### src/design/png_chunk_stream_validator_unit_assert.svh
// assertion macros for the png chunk validator
`ifndef PNG_CHUNK_STREAM_VALIDATOR_UNIT_ASSERT_SVH
`define PNG_CHUNK_STREAM_VALIDATOR_UNIT_ASSERT_SVH
// implication checked on every clock unless reset is low
`define PCV_ASSERT_IMP(label, clk, rst_n, ante, cons, msg) \
  label: assert property (@(posedge clk) disable iff (!rst_n) (ante) |-> (cons)) \
    else $error(msg);
// next-cycle implication
`define PCV_ASSERT_NEXT(label, clk, rst_n, ante, cons, msg) \
  label: assert property (@(posedge clk) disable iff (!rst_n) (ante) |=> (cons)) \
    else $error(msg);
`endif

### src/design/pcv_pkg.sv
// package with phase codes, constants and check functions of the png validator
package pcv_pkg;
  typedef enum logic [2:0] {
    PH_SIG  = 3'd0,
    PH_LEN  = 3'd1,
    PH_TYPE = 3'd2,
    PH_DATA = 3'd3,
    PH_CRC  = 3'd4
  } phase_t;

  typedef enum logic [1:0] {
    VERDICT_REJECT  = 2'd0,
    VERDICT_PARTIAL = 2'd1,
    VERDICT_OK      = 2'd2
  } verdict_t;

  localparam int unsigned CFG_MAX_DIMENSION = 0;
  localparam int unsigned CFG_CHUNK_LIMIT   = 1;
  localparam int unsigned CFG_IDX_W  = 1;
  localparam int unsigned CFG_DATA_W = 31;
  localparam int unsigned SIZE_W     = 48;

  localparam logic [31:0] KIND_IHDR = 32'h4948_4452;
  localparam logic [31:0] KIND_IDAT = 32'h4944_4154;
  localparam logic [31:0] KIND_IEND = 32'h4945_4E44;
  localparam logic [31:0] LEN_MAX   = 32'h7FFF_FFFF;
  localparam logic [31:0] IHDR_LEN  = 32'd13;
  localparam logic [31:0] CRC_POLY  = 32'hEDB8_8320;
  localparam logic [30:0] MAX_DIM_RESET   = 31'd100000;
  localparam logic [16:0] CHUNK_LIM_RESET = 17'd100000;

  function automatic logic [7:0] sig_byte(input logic [2:0] idx);
    logic [7:0] r;
    case (idx)
      3'd0: r = 8'h89;
      3'd1: r = 8'h50;
      3'd2: r = 8'h4E;
      3'd3: r = 8'h47;
      3'd4: r = 8'h0D;
      3'd5: r = 8'h0A;
      3'd6: r = 8'h1A;
      default: r = 8'h0A;
    endcase
    return r;
  endfunction

  function automatic logic [31:0] crc_byte(input logic [31:0] crc_in, input logic [7:0] b);
    logic [31:0] c;
    c = crc_in ^ {24'd0, b};
    for (int k = 0; k < 8; k++) begin
      c = c[0] ? ((c >> 1) ^ CRC_POLY) : (c >> 1);
    end
    return c;
  endfunction

  function automatic logic alpha_byte(input logic [7:0] b);
    return (b >= 8'h41 && b <= 8'h5A) || (b >= 8'h61 && b <= 8'h7A);
  endfunction

  function automatic logic colour_ok(input logic [7:0] depth, input logic [7:0] colour);
    logic p2;
    logic r;
    p2 = (depth == 8'd1) || (depth == 8'd2) || (depth == 8'd4) || (depth == 8'd8);
    case (colour)
      8'd0: r = p2 || (depth == 8'd16);
      8'd3: r = p2;
      8'd2, 8'd4, 8'd6: r = (depth == 8'd8) || (depth == 8'd16);
      default: r = 1'b0;
    endcase
    return r;
  endfunction
endpackage

### src/design/pcv_in_if.sv
// input and result channel interfaces of the png validator
interface pcv_in_if;
  logic       valid;
  logic       ready;
  logic [7:0] file_byte;
  logic       first;
  logic       final_req;
  modport source (output valid, output file_byte, output first, output final_req,
                  input ready);
  modport sink (input valid, input file_byte, input first, input final_req,
                output ready);
endinterface

interface pcv_out_if;
  logic        valid;
  logic        ready;
  logic [1:0]  verdict;
  logic [47:0] file_size;
  modport source (output valid, output verdict, output file_size, input ready);
  modport sink (input valid, input verdict, input file_size, output ready);
endinterface

### src/design/png_chunk_stream_validator_unit.sv
// png chunk stream validator top level
//
//  channel | dir | payload                        | beat taken when
//  in_     | in  | file_byte, first, final_req    | in_ch.valid & in_ch.ready
//  out_    | out | verdict, file_size             | out_ch.valid & out_ch.ready
//  cfg_    | in  | cfg_we, cfg_index, cfg_data    | cfg_we high
//
// one byte per cycle while the input is not stalled; a verdict appears in the cycle after the deciding beat
// the parse step is one pass of crc byte update and field compares
// rst_n synchronous, clears parser state and restores register defaults
// input stalls only while a verdict waits in the output register and is not taken
module png_chunk_stream_validator_unit #(
  parameter int unsigned POSITION_BITS = 48
) (
  input  logic                              clk,
  input  logic                              rst_n,
  pcv_in_if.sink                            in_ch,
  pcv_out_if.source                         out_ch,
  input  logic                              cfg_we,
  input  logic [pcv_pkg::CFG_IDX_W-1:0]     cfg_index,
  input  logic [pcv_pkg::CFG_DATA_W-1:0]    cfg_data
);
`include "png_chunk_stream_validator_unit_assert.svh"

  localparam logic [POSITION_BITS-1:0] POS_MAX = {POSITION_BITS{1'b1}};

  // configuration
  logic [30:0] max_dim_r;
  logic [16:0] chunk_lim_r;

  // parser state
  pcv_pkg::phase_t           phase_r, phase_nxt;
  logic [POSITION_BITS-1:0]  pos_r, pos_nxt;
  logic [31:0]               fcnt_r, fcnt_nxt;
  logic [31:0]               len_r, len_nxt;
  logic [31:0]               kind_r, kind_nxt;
  logic [31:0]               crc_r, crc_nxt;
  logic [31:0]               scrc_r, scrc_nxt;
  logic [63:0]               hdr_r, hdr_nxt;
  logic [15:0]               dc_r, dc_nxt;
  logic                      seen_hdr_r, seen_hdr_nxt;
  logic                      seen_dat_r, seen_dat_nxt;
  logic [16:0]               walked_r, walked_nxt;
  logic                      decided_r, decided_nxt;

  // result register
  logic                        out_valid_r;
  logic [1:0]                  out_verdict_r;
  logic [pcv_pkg::SIZE_W-1:0]  out_size_r;

  logic                        take;
  logic                        emit;
  logic [1:0]                  verdict;
  logic [pcv_pkg::SIZE_W-1:0]  size;

  // output register frees as the waiting verdict is taken
  assign in_ch.ready    = !out_valid_r || out_ch.ready;
  assign take           = in_ch.valid && in_ch.ready;
  assign out_ch.valid   = out_valid_r;
  assign out_ch.verdict = out_verdict_r;
  assign out_ch.file_size = out_size_r;

  always_comb begin
    logic                     dead;
    logic                     good;
    logic [31:0]              cnt1;
    logic [31:0]              kind_v;
    logic [31:0]              scrc_v;
    logic [31:0]              w;
    logic [31:0]              h;
    logic [1:0]               partial;
    // restart on first, otherwise carry state
    phase_nxt    = in_ch.first ? pcv_pkg::PH_SIG : phase_r;
    pos_nxt      = in_ch.first ? '0 : pos_r;
    fcnt_nxt     = in_ch.first ? '0 : fcnt_r;
    len_nxt      = in_ch.first ? '0 : len_r;
    kind_nxt     = in_ch.first ? '0 : kind_r;
    crc_nxt      = in_ch.first ? '1 : crc_r;
    scrc_nxt     = in_ch.first ? '0 : scrc_r;
    hdr_nxt      = in_ch.first ? '0 : hdr_r;
    dc_nxt       = in_ch.first ? '0 : dc_r;
    seen_hdr_nxt = in_ch.first ? 1'b0 : seen_hdr_r;
    seen_dat_nxt = in_ch.first ? 1'b0 : seen_dat_r;
    walked_nxt   = in_ch.first ? '0 : walked_r;
    decided_nxt  = in_ch.first ? 1'b0 : decided_r;
    dead    = decided_nxt;
    emit    = 1'b0;
    verdict = pcv_pkg::VERDICT_REJECT;
    size    = '0;
    good    = 1'b0;
    partial = pcv_pkg::VERDICT_REJECT;
    w       = hdr_nxt[63:32];
    h       = hdr_nxt[31:0];
    cnt1    = fcnt_nxt + 32'd1;
    kind_v  = {kind_nxt[23:0], in_ch.file_byte};
    scrc_v  = {scrc_nxt[23:0], in_ch.file_byte};
    if (!dead) begin
      if (pos_nxt != POS_MAX) begin
        pos_nxt = pos_nxt + 1'b1;
      end
      unique case (phase_nxt)
        pcv_pkg::PH_SIG: begin
          if (in_ch.file_byte != pcv_pkg::sig_byte(fcnt_nxt[2:0])) begin
            emit = 1'b1;
          end else if (cnt1 >= 32'd8) begin
            fcnt_nxt  = '0;
            len_nxt   = '0;
            phase_nxt = pcv_pkg::PH_LEN;
            if (chunk_lim_r == '0) begin
              emit = 1'b1;
            end
          end else begin
            fcnt_nxt = cnt1;
          end
        end
        pcv_pkg::PH_LEN: begin
          len_nxt = {len_nxt[23:0], in_ch.file_byte};
          if (cnt1 >= 32'd4) begin
            fcnt_nxt  = '0;
            kind_nxt  = '0;
            crc_nxt   = '1;
            phase_nxt = pcv_pkg::PH_TYPE;
          end else begin
            fcnt_nxt = cnt1;
          end
        end
        pcv_pkg::PH_TYPE: begin
          kind_nxt = kind_v;
          crc_nxt  = pcv_pkg::crc_byte(crc_nxt, in_ch.file_byte);
          if (cnt1 >= 32'd4) begin
            fcnt_nxt = '0;
            scrc_nxt = '0;
            if (len_nxt > pcv_pkg::LEN_MAX || !pcv_pkg::alpha_byte(kind_v[31:24]) ||
                !pcv_pkg::alpha_byte(kind_v[23:16]) || !pcv_pkg::alpha_byte(kind_v[15:8]) ||
                !pcv_pkg::alpha_byte(kind_v[7:0])) begin
              emit = 1'b1;
            end else if (!seen_hdr_nxt &&
                         (kind_v != pcv_pkg::KIND_IHDR || len_nxt != pcv_pkg::IHDR_LEN)) begin
              emit = 1'b1;
            end else begin
              phase_nxt = (len_nxt != '0) ? pcv_pkg::PH_DATA : pcv_pkg::PH_CRC;
            end
          end else begin
            fcnt_nxt = cnt1;
          end
        end
        pcv_pkg::PH_DATA: begin
          crc_nxt = pcv_pkg::crc_byte(crc_nxt, in_ch.file_byte);
          if (!seen_hdr_nxt) begin
            if (fcnt_nxt < 32'd8) begin
              hdr_nxt = {hdr_nxt[55:0], in_ch.file_byte};
            end else if (fcnt_nxt == 32'd8) begin
              dc_nxt = {in_ch.file_byte, dc_nxt[7:0]};
            end else if (fcnt_nxt == 32'd9) begin
              dc_nxt = {dc_nxt[15:8], in_ch.file_byte};
            end
          end
          if (cnt1 >= len_nxt) begin
            fcnt_nxt  = '0;
            phase_nxt = pcv_pkg::PH_CRC;
          end else begin
            fcnt_nxt = cnt1;
          end
        end
        pcv_pkg::PH_CRC: begin
          scrc_nxt = scrc_v;
          if (cnt1 >= 32'd4) begin
            good     = (~crc_nxt) == scrc_v;
            fcnt_nxt = '0;
            if (!seen_hdr_nxt) begin
              if (w == '0 || h == '0 || w > {1'b0, max_dim_r} || h > {1'b0, max_dim_r} ||
                  !pcv_pkg::colour_ok(dc_nxt[15:8], dc_nxt[7:0]) || !good) begin
                emit = 1'b1;
              end else begin
                seen_hdr_nxt = 1'b1;
              end
            end else if (kind_nxt == pcv_pkg::KIND_IEND) begin
              emit = 1'b1;
              if (len_nxt == '0 && good && seen_dat_nxt) begin
                verdict = pcv_pkg::VERDICT_OK;
                size    = pcv_pkg::SIZE_W'(pos_nxt);
              end
            end else if (kind_nxt == pcv_pkg::KIND_IDAT) begin
              seen_dat_nxt = 1'b1;
            end
            if (!emit) begin
              walked_nxt = walked_nxt + 17'd1;
              if (walked_nxt >= chunk_lim_r) begin
                emit    = 1'b1;
                verdict = (seen_hdr_nxt && seen_dat_nxt) ? pcv_pkg::VERDICT_PARTIAL
                                                         : pcv_pkg::VERDICT_REJECT;
              end else begin
                len_nxt   = '0;
                phase_nxt = pcv_pkg::PH_LEN;
              end
            end
          end else begin
            fcnt_nxt = cnt1;
          end
        end
        default: begin
          emit = 1'b1;
        end
      endcase
      partial = (seen_hdr_nxt && seen_dat_nxt) ? pcv_pkg::VERDICT_PARTIAL
                                               : pcv_pkg::VERDICT_REJECT;
      // truncation on the last available byte
      if (!emit && in_ch.final_req) begin
        emit    = 1'b1;
        verdict = partial;
      end
      if (emit) begin
        decided_nxt = 1'b1;
      end
    end
  end

  always_ff @(posedge clk) begin
    if (!rst_n) begin
      max_dim_r   <= pcv_pkg::MAX_DIM_RESET;
      chunk_lim_r <= pcv_pkg::CHUNK_LIM_RESET;
    end else if (cfg_we) begin
      if (cfg_index == pcv_pkg::CFG_IDX_W'(pcv_pkg::CFG_MAX_DIMENSION)) begin
        max_dim_r <= cfg_data;
      end else begin
        chunk_lim_r <= cfg_data[16:0];
      end
    end
  end

  always_ff @(posedge clk) begin
    if (!rst_n) begin
      phase_r     <= pcv_pkg::PH_SIG;
      pos_r       <= '0;
      fcnt_r      <= '0;
      len_r       <= '0;
      kind_r      <= '0;
      crc_r       <= '1;
      scrc_r      <= '0;
      hdr_r       <= '0;
      dc_r        <= '0;
      seen_hdr_r  <= 1'b0;
      seen_dat_r  <= 1'b0;
      walked_r    <= '0;
      decided_r   <= 1'b0;
      out_valid_r <= 1'b0;
    end else begin
      if (take) begin
        phase_r    <= phase_nxt;
        pos_r      <= pos_nxt;
        fcnt_r     <= fcnt_nxt;
        len_r      <= len_nxt;
        kind_r     <= kind_nxt;
        crc_r      <= crc_nxt;
        scrc_r     <= scrc_nxt;
        hdr_r      <= hdr_nxt;
        dc_r       <= dc_nxt;
        seen_hdr_r <= seen_hdr_nxt;
        seen_dat_r <= seen_dat_nxt;
        walked_r   <= walked_nxt;
        decided_r  <= decided_nxt;
      end
      if (take && emit) begin
        out_valid_r <= 1'b1;
      end else if (out_ch.ready) begin
        out_valid_r <= 1'b0;
      end
    end
  end

  // payload of the result register
  always_ff @(posedge clk) begin
    if (take && emit) begin
      out_verdict_r <= verdict;
      out_size_r    <= size;
    end
  end

  `PCV_ASSERT_NEXT(a_emit_sets_valid, clk, rst_n, take && emit, out_valid_r, "verdict lost")
  `PCV_ASSERT_NEXT(a_emit_decides, clk, rst_n, take && emit, decided_r, "decided not set")
  `PCV_ASSERT_IMP(a_size_only_ok, clk, rst_n, out_valid_r && out_verdict_r != pcv_pkg::VERDICT_OK,
                  out_size_r == '0, "size without verified file")
  `PCV_ASSERT_IMP(a_no_emit_decided, clk, rst_n, take && decided_r && !in_ch.first, !emit,
                  "second verdict")
endmodule

### src/flat_wrapper.sv
// flat-port wrapper written by rule: the top's interface ports become plain ports
module png_chunk_stream_validator_unit_flat 
#(
  parameter int unsigned POSITION_BITS = 48
)
  (clk, rst_n, cfg_we, cfg_index, cfg_data, in_ch_valid, in_ch_file_byte, in_ch_first, in_ch_final_req, in_ch_ready, out_ch_valid, out_ch_verdict, out_ch_file_size, out_ch_ready);
  pcv_in_if in_ch_i ();
  pcv_out_if out_ch_i ();
  input  logic clk;
  input  logic rst_n;
  input  logic cfg_we;
  input  logic [pcv_pkg::CFG_IDX_W-1:0] cfg_index;
  input  logic [pcv_pkg::CFG_DATA_W-1:0] cfg_data;
  input wire logic [$bits(in_ch_i.valid)-1:0] in_ch_valid;
  input wire logic [$bits(in_ch_i.file_byte)-1:0] in_ch_file_byte;
  input wire logic [$bits(in_ch_i.first)-1:0] in_ch_first;
  input wire logic [$bits(in_ch_i.final_req)-1:0] in_ch_final_req;
  output wire logic [$bits(in_ch_i.ready)-1:0] in_ch_ready;
  output wire logic [$bits(out_ch_i.valid)-1:0] out_ch_valid;
  output wire logic [$bits(out_ch_i.verdict)-1:0] out_ch_verdict;
  output wire logic [$bits(out_ch_i.file_size)-1:0] out_ch_file_size;
  input wire logic [$bits(out_ch_i.ready)-1:0] out_ch_ready;
  assign in_ch_i.valid = in_ch_valid;
  assign in_ch_i.file_byte = in_ch_file_byte;
  assign in_ch_i.first = in_ch_first;
  assign in_ch_i.final_req = in_ch_final_req;
  assign in_ch_ready = in_ch_i.ready;
  assign out_ch_valid = out_ch_i.valid;
  assign out_ch_verdict = out_ch_i.verdict;
  assign out_ch_file_size = out_ch_i.file_size;
  assign out_ch_i.ready = out_ch_ready;
  png_chunk_stream_validator_unit #(.POSITION_BITS(POSITION_BITS)) u_core (.clk(clk), .rst_n(rst_n), .in_ch(in_ch_i), .out_ch(out_ch_i), .cfg_we(cfg_we), .cfg_index(cfg_index), .cfg_data(cfg_data));
endmodule
### config.mk
export PLATFORM = sky130hd
export DESIGN_NAME = png_chunk_stream_validator_unit_flat
export DESIGN_NICKNAME = d
export VERILOG_FILES = /design/src/design/pcv_pkg.sv /design/src/design/pcv_in_if.sv /design/src/design/png_chunk_stream_validator_unit.sv /design/src/flat_wrapper.sv
export VERILOG_INCLUDE_DIRS = /design/src /design/src/design
export SDC_FILE = /design/constraint.sdc
export NUM_CORES = 2
export LEC_CHECK = 0
export ABC_AREA = 0
export ABC_CLOCK_PERIOD_IN_PS = 10800
export BUFFER_PORTS_ARGS = -buffer_cell sky130_fd_sc_hd__buf_4
export CAP_MARGIN = 10
export CORE_UTILIZATION = 51
export DETAILED_ROUTE_END_ITERATION = 8
export PLACE_DENSITY = 0.77
export SYNTH_ARGS = -nofsm -noshare
export SYNTH_HDL_FRONTEND = slang
export SYNTH_SLANG_ARGS = --single-unit
export TNS_END_PERCENT = 10
### constraint.sdc
create_clock -name clk -period 10.8 [get_ports clk]
set_input_delay 1.62 -clock clk [delete_from_list [all_inputs] [get_ports clk]]
set_output_delay 1.62 -clock clk [all_outputs]
set_load 0.02 [all_outputs]
==> out/metrics.yaml <==
global_route:
  gr-total-overflow: 0
  grt_max_degree: 94
  antenna_found_initial: 0
  grtUsageTotal_pct: 28.5
  grt_pass1_vias: 20619
  grt_pass1_wl_um: 109000
cells_and_area:
  antennaDiodeCount: 0
  area_growth_pct: 10.5
  final_nets: 2973
  drive_above_1_share_pct: 8.76
synth:
  yosysSeqAreaShare_pct: 36.7
  synth_most_common_cell: "dfxtp_1"
  async_flop_share_pct: 0
  yosysUniqueCellTypes: 90
  ys.warnings.count: 0
  synth_edf_count: 50
  synth_area_leaders: "dfxtp_1 30%, edfxtp_1 6.4%, ha_1 6.4%"
  synth_top_area_share_pct: 30.3
  synth_flop_cell: "dfxtp_1"
  synth-seq-cells: 402
  netlist_area_mm2: 0.0233
  synth_top_cell_by_area: "dfxtp_1"
  syn_nets: 2995
  synthTopCellsByCount: "352 x dfxtp_1, 328 x nor2_1, 276 x nand2_1"
  syn_area_per_cell_um2: 8.23
  netlist_instances: 2829
clock_tree:
  clockBufferDepth: 3
  clk_pin_slew_ns: 0.06
  ctsHtreeMaxLevel: 2
  cts_tree: "yes"
  worstSkewPairLatency_ns: 0.59
  cts.sinks: 402
  cts.repair.resized: 0
  hold_buffers: 0
  post-cts-setup-buffers: 0
  cts_inserted_buffers: 43
  cts_root_buf: "clkbuf_16"
power_and_ir_drop:
  p_per_area_mw_per_mm2: 134
  vdd_drop_max_mv: 0.114
  p_leak_nw: 9.43
timing:
  max_freq_mhz: 148
  setup_tns_ns: 0
  fin_crit_sh_pct: 62.8
  period_minus_slack_ns: 6.78
  hold_violations: 0
  fin_worst_skew_ns: 0.0291
  rsz0062_at_grt: "no"
  timing.hold.ws_ns: 0.456
  slew_headroom_pct: 15.4
  setup_viol: 0
  maxSlewViolCount: 0
  worst_pin_slew_ns: 1.27
setup_path:
  rrSetupSlack_ns: 4.77
  required_ns: 11.30
  r2r_start: "u_core.fcnt_r[0]"
  startpoint_type: "primary input"
  path_class: "primary input to flop"
  arrival_ns: 7.27
  crit_path_max_fanout: 19
  cp-end-kind: "flop"
  r2r_end: "u_core.fcnt_r[18]"
  rr_worst_depth: 17
drt:
  drt_iter0_drc: 2619
  detail_route.wl_per_cell_um: 19.8
  wl_met2_um: 30700
  viasPerCell: 6.37
  topRoutingLayerUsed: "met4"
  wl_met3_um: 5830
  wl_met1_um: 28600
  drt-total-wl_um: 67900
  drc_errors: 0
  dr.pass1.iters: 8
  num_vias: 21859
  postRouteAntennaNets: 0
placed_design:
  dp_hpwl_um: 46700
  gp_congestion: 0.946
  portBuffers: 98
floorplan:
  start_util_pct: 52.2
  num_io_pins: 99
  rows: 77
  die_h_um: 216
  die-area_mm2: 0.0465
  core-area_mm2: 0.0446
  die_w_um: 216
min_path:
  hold_start: "u_core.chunk_lim_r[3]"
  min_delay_path_depth: 2
  holdPathEnd: "u_core.chunk_lim_r[3]"
  hold_class: "flop to flop"
run_status:
  run_status: "complete, no violations"
flow_run:
  maxCapViolations: 0
==> critical path: stages <==
cell and delay (ns):
buf_6 0.15, nand2b_1 0.22, inv_1 0.17, ha_1 0.34, and2_1 0.19, nand4_1 0.38, or4_1 0.73, xnor2_1 0.17
ha_1 0.28, and2_1 0.15, a221o_1 0.29, a221o_1 0.40, or3_1 0.31, o21ai_0 0.73, a31oi_2 0.21, or3_4 0.43
or3_1 0.32, a21oi_1 0.16
==> cell usage in the layout, fill, tap and decap left out, types with 81 or more instances in the layout <==
| cell | netlist | final |
|---|---|---|
| nor2b_1 | 106 | 105 |
| nor2_1 | 328 | 326 |
| dfxtp_1 | 352 | 352 |
| xnor2_1 | 120 | 120 |
| nand2_1 | 276 | 275 |
| a21oi_1 | 178 | 178 |
| o21ai_0 | 119 | 119 |
| a22oi_1 | 112 | 112 |
| ha_1 | 119 | 119 |
| nand3_1 | 89 | 89 |
| buf_4 | 6 | 125 |
| a22o_1 | 81 | 81 |
==> how the worst max path moves through the flow <==
stage / from / end / slack, ns / depth (start not counted)
final: in_ch_first / u_core.fcnt_r[18] / 4.02 / 18
after global routing: in_ch_first / u_core.out_ch.file_size[32] / 3.67 / 18
after CTS: in_ch_first / u_core.fcnt_r[18] / 4.15 / 18
after detailed placement: in_ch_first / u_core.fcnt_r[18] / 3.61 / 18
after global placement: in_ch_first / u_core.fcnt_r[18] / 3.63 / 18
after floorplan: in_ch_first / u_core.out_ch.file_size[0] / 2.19 / 29
==> flip-flops by register name (all words and copies together) (netlist names), 2 cells and up <==
| name | count |
|---|---|
| u_core.hdr_r | 64 |
| u_core.dc_r | 16 |
| u_core.len_r | 32 |
| u_core.out_ch.verdict | 2 |
| u_core.pos_r | 48 |
| u_core.chunk_lim_r | 17 |
| u_core.walked_r | 17 |
| u_core.crc_r | 32 |
| u_core.phase_r | 3 |
| u_core.fcnt_r | 32 |
| u_core.scrc_r | 24 |
| u_core.max_dim_r | 31 |
| u_core.kind_r | 32 |
| u_core.out_ch.file_size | 48 |
==> cell families after synthesis <==
logic type	share of synthesized area, %
adders and majority gates	6.39
DFF	36.7
and+or+nand+nor	24.1
xor gates and xnor gates	6.77
muxes	0.365
AOI/OAI and AO/OA	21.2
buffers and inverters	4.52
==> per-layer routing <==
metal	vias to the layer above	track usage, %
li1	10216	-
met1	10372	38.2
met2	1059	44.9
met3	212	4.72
met4	0	13.0
met5	-	0
==> stage by stage <==
step	worst slack (ns)	std cells	util (%)	instance area (µm²)	total power [mW]
2_1_floorplan	2.19	2829	-	23300	1.82
3_3_place_gp	3.63	3353	54.4	24300	1.93
4_1_cts	4.15	3433	57.7	25700	3.46
3_5_place_dp	3.61	3353	54.4	24300	1.93
6_report	4.02	3434	57.7	25700	3.44
5_1_grt	3.67	3434	57.7	25700	3.55
==> area by class of cell <==
class	instances	area, µm²
Tap cell	592	741
Clock buffer	59	1210
Clock inverter	21	246
Sequential cell	402	8550
Inverter	73	279
Multi-Input combinational cell	2160	13700
Fill cell	3921	18900
Timing Repair Buffer	127	961
==> power by group <==
part / internal, mW / switching [mW] / leakage [nW]
clock: 0.904 / 0.629 / 0.710
sequential: 1.54 / 0.0176 / 3.32
combinational: 0.110 / 0.239 / 5.39
Note: power is estimated with default switching activity, not from simulation.
